`src/rtl/core/nlep_pkg.sv`:
```
// ----------------------------------------------------------------------------
// nlep_pkg
// Shared constants for the numeric line entry parser: character codes,
// register indexes and counter width.
// ----------------------------------------------------------------------------
package nlep_pkg;

  localparam int COUNT_BITS = 16;

  localparam logic [7:0] CR_CODE    = 8'h0D;
  localparam logic [7:0] ERASE_INIT = 8'h08;
  localparam logic [7:0] CHAR_0     = 8'h30;
  localparam logic [7:0] CHAR_9     = 8'h39;
  localparam logic [7:0] CHAR_UA    = 8'h41;
  localparam logic [7:0] CHAR_UF    = 8'h46;
  localparam logic [7:0] CHAR_LA    = 8'h61;
  localparam logic [7:0] CHAR_LF    = 8'h66;

  // digit code with bit 4 set means "not a digit"
  localparam logic [4:0] NO_DIGIT   = 5'h10;
  localparam logic [4:0] DIGIT_TEN  = 5'h0A;

  // configuration register indexes
  localparam logic REG_RADIX_HEX  = 1'b0;
  localparam logic REG_ERASE_CODE = 1'b1;

  // reciprocal of ten for a 32-bit dividend, quotient is product >> 35
  localparam logic [31:0] RECIP_TEN = 32'hCCCC_CCCD;
  localparam int          RECIP_SHIFT = 35;

  localparam logic [COUNT_BITS-1:0] COUNT_MAX = {COUNT_BITS{1'b1}};

endpackage

```
`src/rtl/core/numeric_line_entry_parser.sv`:
```
// ----------------------------------------------------------------------------
// numeric_line_entry_parser
// Builds an unsigned 32-bit number from received characters, decimal or hex.
// ----------------------------------------------------------------------------
// One character is taken per clock cycle unless the input stalls. The
// character lands in an input register, is decoded against the number held
// so far, and the echo or the finished number, if any, is placed in a result
// register. The longest path is the divide by ten on a decimal erase, a 32 by 32
// constant multiply between the accumulator and its next value. The input
// stalls only while the input register is full and the result register
// holds a result that is itself stalled. Ignored characters and erases with
// no digits give no result. Configuration writes are taken at any edge with
// cfg_we high and should only be made while the block is idle.
module numeric_line_entry_parser
  import nlep_pkg::*;
(
  input  logic        clk,
  input  logic        rst,
  // configuration
  input  logic        cfg_we,
  input  logic        cfg_index,
  input  logic [7:0]  cfg_data,
  // character input
  input  logic        in_valid,
  output logic        in_stall,
  input  logic [7:0]  rx_char,
  // results
  output logic        out_valid,
  input  logic        out_stall,
  output logic        is_final,
  output logic [7:0]  echo_char,
  output logic [31:0] value
);

  logic                  radix_hex;
  logic [7:0]            erase_code;
  logic [31:0]           accum;
  logic [31:0]           accum_next;
  logic [COUNT_BITS-1:0] digit_count;
  logic [COUNT_BITS-1:0] digit_count_next;

  logic                  held_valid;
  logic [7:0]            held_char;

  logic                  advance;
  logic [4:0]            digit;
  logic                  emit;
  logic                  emit_final;

  logic [63:0]           prod_ten;
  logic [31:0]           accum_div;
  logic [31:0]           accum_mul;

  assign advance  = held_valid && (!out_valid || !out_stall);
  assign in_stall = held_valid && !advance;

  always_ff @(posedge clk) begin
    if (rst) begin
      radix_hex  <= 1'b0;
      erase_code <= ERASE_INIT;
    end else if (cfg_we) begin
      case (cfg_index)
        REG_RADIX_HEX:  radix_hex  <= cfg_data[0];
        REG_ERASE_CODE: erase_code <= cfg_data;
        default: ;
      endcase
    end
  end

  // input register
  always_ff @(posedge clk) begin
    if (rst) begin
      held_valid <= 1'b0;
    end else if (in_valid && !in_stall) begin
      held_valid <= 1'b1;
    end else if (advance) begin
      held_valid <= 1'b0;
    end
  end

  always_ff @(posedge clk) begin
    if (in_valid && !in_stall) begin
      held_char <= rx_char;
    end
  end

  always_comb begin
    digit = NO_DIGIT;
    if (held_char inside {[CHAR_0:CHAR_9]}) begin
      digit = 5'(held_char - CHAR_0);
    end else if (radix_hex && (held_char inside {[CHAR_UA:CHAR_UF]})) begin
      digit = 5'(held_char - CHAR_UA) + DIGIT_TEN;
    end else if (radix_hex && (held_char inside {[CHAR_LA:CHAR_LF]})) begin
      digit = 5'(held_char - CHAR_LA) + DIGIT_TEN;
    end
  end

  assign prod_ten  = {32'b0, accum} * {32'b0, RECIP_TEN};
  assign accum_div = radix_hex ? {4'b0, accum[31:4]} : 32'(prod_ten >> RECIP_SHIFT);
  assign accum_mul = radix_hex ? {accum[27:0], 4'b0}
                               : ({accum[28:0], 3'b0} + {accum[30:0], 1'b0});

  always_comb begin
    accum_next       = accum;
    digit_count_next = digit_count;
    emit             = 1'b0;
    emit_final       = 1'b0;
    if (held_char == CR_CODE) begin
      accum_next       = '0;
      digit_count_next = '0;
      emit             = 1'b1;
      emit_final       = 1'b1;
    end else if (!digit[4]) begin
      accum_next = accum_mul + {28'b0, digit[3:0]};
      if (digit_count != COUNT_MAX) begin
        digit_count_next = digit_count + 1'b1;
      end
      emit = 1'b1;
    end else if (held_char == erase_code && digit_count != '0) begin
      accum_next       = accum_div;
      digit_count_next = digit_count - 1'b1;
      emit             = 1'b1;
    end
  end

  always_ff @(posedge clk) begin
    if (rst) begin
      accum       <= '0;
      digit_count <= '0;
    end else if (advance) begin
      accum       <= accum_next;
      digit_count <= digit_count_next;
    end
  end

  // result register
  always_ff @(posedge clk) begin
    if (rst) begin
      out_valid <= 1'b0;
    end else if (advance) begin
      out_valid <= emit;
    end else if (!out_stall) begin
      out_valid <= 1'b0;
    end
  end

  always_ff @(posedge clk) begin
    if (advance) begin
      is_final  <= emit_final;
      echo_char <= emit_final ? 8'h00 : held_char;
      value     <= emit_final ? accum : 32'h0;
    end
  end

endmodule

```
`config.mk`:
```
export PLATFORM = sky130hd
export DESIGN_NAME = numeric_line_entry_parser
export DESIGN_NICKNAME = d
export VERILOG_FILES = /design/src/rtl/core/nlep_pkg.sv /design/src/rtl/core/numeric_line_entry_parser.sv
export SDC_FILE = /design/constraint.sdc
export NUM_CORES = 1
export LEC_CHECK = 0
export BUFFER_PORTS_ARGS = -buffer_cell sky130_fd_sc_hd__buf_2
export CAP_MARGIN = 20
export CORE_AREA = 4 4 207 209
export CTS_BUF_LIST = sky130_fd_sc_hd__clkbuf_16
export DETAILED_ROUTE_END_ITERATION = 8
export DIE_AREA = 0 0 211 213
export GPL_ROUTABILITY_DRIVEN = 0
export PLACE_DENSITY = 0.78
export SETUP_SLACK_MARGIN = 0.4
export SYNTH_ARGS = -nofsm -noshare
export SYNTH_HDL_FRONTEND = slang
export SYNTH_SLANG_ARGS = --single-unit
```
`constraint.sdc`:
```
create_clock -name clk -period 8.9 [get_ports clk]
set_input_delay 1.78 -clock clk [delete_from_list [all_inputs] [get_ports clk]]
set_output_delay 1.78 -clock clk [all_outputs]
set_load 0.03 [all_outputs]
```
Word level (Yosys, flattened, before mapping)
Index checks and enable logic that the tools add are counted.
Word-level totals
  input bits: 22
  word-level logic and storage cells: 73
  output and inout port bits: 43
  flip-flop bits (word level): 108
Cells by class
  equality and inequality tests: 5
  order comparisons: 6
  multiply operators: 1
  bitwise gates (word level): 1
  muxes and demuxes: 20
  add/sub/neg operators: 9
  reduce and logical (&&, ||, !) cells: 21
Operator list (number)
  2-to-1 mux 32 bit: 4
  multiplier 32 x 32 -> 64 bit (second input constant): 1
  2-to-1 mux 16 bit: 4
  adder 32 bit: 1
  adder 32 x 4 -> 32 bit: 1
  2-to-1 mux 29 bit: 1
  adder 16 x 1 -> 16 bit (second input constant): 1
  >= comparator 8 x 7 -> 1 bit (second input constant): 2
  <= comparator 8 x 7 -> 1 bit (second input constant): 2
  != test 16 bit (second input constant): 1
  nonzero test 16 bit: 1
  subtractor 16 x 1 -> 16 bit (second input constant): 1
  2-to-1 mux 5 bit: 3
  adder 5 x 4 -> 5 bit (second input constant): 2
  subtractor 5 x 1 -> 5 bit (second input constant): 2
  logical AND 1 bit: 9
  equality test 8 x 4 -> 1 bit (second input constant): 1
  equality test 8 bit: 1
  >= comparator 8 x 6 -> 1 bit (second input constant): 1
  <= comparator 8 x 6 -> 1 bit (second input constant): 1
  2-to-1 mux 1 bit: 8
  AND reduction 2 bit: 3
  subtractor 5 bit (second input constant): 1
  logical NOT 1 bit: 4
  7 further kinds: 7

Longest topological paths before layout
  depth after elaboration: 9
  gate-level depth with buffers: 28
  mapped depth without buffers: 28

Least setup slack after synthesis
OpenSTA, ideal clock, no wires.
  path type: register to register
  start point: register accum[11]
  end point: register accum[23]
  arrival time: 7.370 ns
  path buffers: 0
  period minus slack after synthesis: 7.487 ns
  stages on the path, launching flop included: 28
  setup time: 0.117 ns
  slack: 1.413 ns
  cells stage by stage: dfxtp_1 > ha_1 > inv_1 > fa_1 > inv_1 > fa_1 > inv_1 > fa_1 > inv_1 > fa_1 > fa_1 > fa_1 > inv_1 > fa_1 > inv_1 > ha_1 > a21o_1 > a21o_1 > a211o_1 > a221o_1 > a21oi_2 > a21bo_1 > a2111o_2 > nand3b_2 > a221oi_2 > xor2_1 > a21oi_1 > a22o_1
On the way
  cells in the longest elaborated chain, start to end: 5
Ends and longest elaborated chain
  from (decl): line numeric_line_entry_parser.sv:37  | logic [31:0] accum;
  from (signal assigned): line numeric_line_entry_parser.sv:131  | accum <= accum_next;
  multiplier 32 x 32 -> 64 bit / adder 32 bit (equally long branches): line numeric_line_entry_parser.sv:98, numeric_line_entry_parser.sv:101
  2-to-1 mux 29 bit / 2-to-1 mux 32 bit (equally long branches): line numeric_line_entry_parser.sv:99, numeric_line_entry_parser.sv:100
  2-to-1 mux 32 bit / adder 32 x 4 -> 32 bit (equally long branches): line numeric_line_entry_parser.sv:119, numeric_line_entry_parser.sv:114
  2-to-1 mux 32 bit (*): line numeric_line_entry_parser.sv:113  | end else if (!digit[4]) begin
  2-to-1 mux 32 bit (*): line numeric_line_entry_parser.sv:108  | if (held_char == CR_CODE) begin
Every way passes the cells marked *; elsewhere a longest branch is shown, timed or not. The select of a mux whose other input is x is not followed.
A chain may end at the register's enable or synchronous reset.

Worst setup path in the final report
  start point: register accum[17]
  end point: register accum[26]
The elaborated chain is that of the path after synthesis.

==> reports/results.tsv <==
stage	metric	value	unit
run_status	result of the run	finished, final reports clean	
drt	DRC Markers	0	
clock_network	CTS Root Cell	clkbuf_16	
timing	worst-margin pin slew	1040	ps
clock_network	Hold Buf Count CTS	0	
synth	average size of a mapped cell	9.40	um^2
timing	final hold vios	0	
min_path	worst hold-check path type	register to register	
layout	Area Overhead vs Synth	6.57	%
drt	met2 routed WL	31.3	mm
synth	Cell variety after synth	94	
power	Leakage	0.0142	uW
critical_path	Reg2Reg Capture Point	accum[26]	
drt	metal1 wirelength	27.5	mm
global_routing	first-pass GRT wire length	110	mm
synth	EDFF count, synth	49	
critical_path	crit-path max FO	4	
synth	area leader, netlist	fa_1	
critical_path	WS Path Type	register to register	
power	VDD IR max	0.104	mV
critical_path	Crit. Startpoint	accum[17]	
global_routing	number of global-route vias before repair	20148	
clock_network	CTS tree	built	
clock_network	total CTS buffers	9	
synth	post-synth top area share	32.0	%
drt	via/cell ratio	5.96	
global_routing	GR Util All Layers	31.5	%
floorplan	number of core rows	74	
layout	Nets	3453	
layout	share of layout cells above drive strength 1	7.80	%
critical_path	delay-heaviest family, CP	adder cells	
critical_path	source of the worst register-to-register timing path	accum[17]	
placement	post-DP HPWL	58.5	mm
drt	final wirelength	69.5	mm
layout	Fill cells	3183	
layout	commonest non-fill, non-tap cells in the layout	inv_1, fa_1, ha_1, nand2_1, a21oi_1	
critical_path	slowest stage delay, CP	570	ps
clock_network	Bufs on Longest Clock Path	2	
timing	fmax	120	MHz
synth	largest cells by area after synthesis	fa_1, ha_1, inv_1, edfxtp_1, dfxtp_1	
timing	max-slew headroom at the worst pin	30.8	%
timing	RSZ-0062 raised after global routing	false	
layout	final instance area	0.0259	mm^2
job	Max-cap violations	0	
timing	Worst Skew	15.3	ps
drt	routed wl met3	6.87	mm
global_routing	Overflow after GRT	0	
power	Power per Cell Area	41.9	mW/mm^2
global_routing	initial antenna violation count	3	
critical_path	crit path buf inv count	6	
critical_path	critical path arrival	8600	ps
critical_path	Worst Setup EP	accum[26]	
critical_path	CP required	9200	ps
critical_path	Crit path depth	27	
synth	Seq/Total Area, Yosys	10.9	%
placement	dpl ws	466	ps
critical_path	Worst setup SP type	register	
clock_network	H-Tree Depth	3	
layout	fin cells	3188	
floorplan	Core Box Area	0.0408	mm^2
timing	Final WS setup	594	ps
drt	Via Count	19010	
drt	average wire per standard cell	21.8	um
drt	Max Used Layer	met4	
synth	post-synthesis cell count	2586	
synth	synthesized cell area	0.0243	mm^2
timing	crit share post-route	93.3	%
synth	Yosys reg bits	108	
critical_path	CP most frequent cell	fa_1	
critical_path	worst-path cell with the longest stage delay	a2111o_2	
clock_network	clock insertion delay at the later pin of the skew report	390	ps
placement	placed cell count	3165	
synth	Syn Nets	3389	
drt	TritonRoute pass-1 iters	6	
clock_network	clk sink count	108	
drt	Iter 0 DRT Violations	1881	
placement	IO Port Bufs	64	
floorplan	IO Pins	65	
drt	Final ANT Viol Nets	0	
timing	Final min period	8310	ps
synth	Synth Flop Type	dfxtp_1	
critical_path	Crit. End Element	register	
clock_network	CTS clock-pin slew for the worst setup and hold paths	90	ps
global_routing	largest net degree at the start of global routing	93	
floorplan	initial core utilization	59.6	%
floorplan	die area	0.0449	mm^2
timing	Slew Limit Fails	0	
floorplan	Horiz. Die Dim	211	um
timing	setup TNS	0	ps
layout	most common cell after layout, fill and taps aside	inv_1	
timing	Final Setup Violations	0	
synth	Post-synth ARST share	0	%
critical_path	r2r worst-path depth	27	
critical_path	r2r setup slk	590	ps
synth	Syn. warnings	0	
placement	placed cell area	0.0254	mm^2
floorplan	Vert. Die Dim	213	um
## report_power, final
group	switching, uW	internal, uW
logic	70.6	38.3
registers	14.3	528
clock network	233	203
total	317	769
## through the flow
step	power (uW)	hold WS [ps]	util (%)
after floorplan	629	448	-
after global placement	658	462	62.1
after detailed placement	661	466	62.1
after CTS	1090	477	62.9
after global routing	1120	503	63.5
final	1090	476	63.5
## Yosys cell counts (21+ instances only)
| master | n |
|---|---|
| a21o_1 | 50 |
| a21oi_1 | 117 |
| and2_1 | 47 |
| clkbuf_1 | 43 |
| dfxtp_1 | 59 |
| edfxtp_1 | 49 |
| fa_1 | 389 |
| ha_1 | 392 |
| inv_1 | 657 |
| nand2_1 | 126 |
| nand3_1 | 44 |
| nand4_1 | 22 |
| nor2_1 | 80 |
| nor2b_1 | 21 |
| nor3_1 | 32 |
| o21ai_0 | 70 |
| xnor2_1 | 56 |
| xor2_1 | 75 |
## cells by family (layout without fill, tap and decap cells)
kind of cell             Yosys count  after routing  synth area share [%]
AO/OA/AOI/OAI                    399            399                  11.2
XOR/XNOR                         131            131                  4.72
adder cells (fa/ha/maj)          781            781                  52.2
buffers and inverters            716            785                  11.2
flip-flops                       108            108                  10.9
multiplexers                      11             11                 0.463
other                              0              1                     0
AND/OR/NAND/NOR                  440            440                  9.33
## area by class of cell
class	count	area [um^2]	share of cell area [%]
flip-flops and latches	108	2680	10.3
repair buffers	110	666	2.57
inverters	659	2470	9.55
clock buffers	9	225	0.869
diodes	1	2.50	0.00966
multi-input cells	1762	19100	73.8
well taps	532	666	2.57
clock inverters	7	83.8	0.323
## worst min-delay path by stage
stage,from,to,cells after the start
after floorplan,erase_code[0],erase_code[0],2
after global placement,erase_code[1],erase_code[1],2
after detailed placement,erase_code[7],erase_code[7],2
after CTS,erase_code[7],erase_code[7],2
after global routing,erase_code[7],erase_code[7],2
final,erase_code[7],erase_code[7],2
## layer usage
metal / global-route usage (%) / vias to the layer above
li1: - / 8458
met1: 41.7 / 9248
met2: 49.3 / 1041
met3: 7.96 / 263
met4: 14.1 / 0
met5: 0 / -
## sequential cells by signal, indices dropped and copies added, names as in the netlist
register     cells
accum           32
value           32
digit_count     16
echo_char        8
erase_code       8
held_char        8
held_valid       1
is_final         1
out_valid        1
radix_hex        1
## repair_timing
item,in CTS,in global routing
gates resized for setup,1,42
pin swaps,0,2
setup buffers,0,6
endpoints found under the setup margin,1,16
## tightest hold or removal path, delay by kind of cell, from the launching register on
| kind | cells | cell delay, ps |
|---|---|---|
| flops | 1 | 330 |
| compound gates | 1 | 50 |
| simple gates | 1 | 50 |
(Power assumes the default switching activity.)
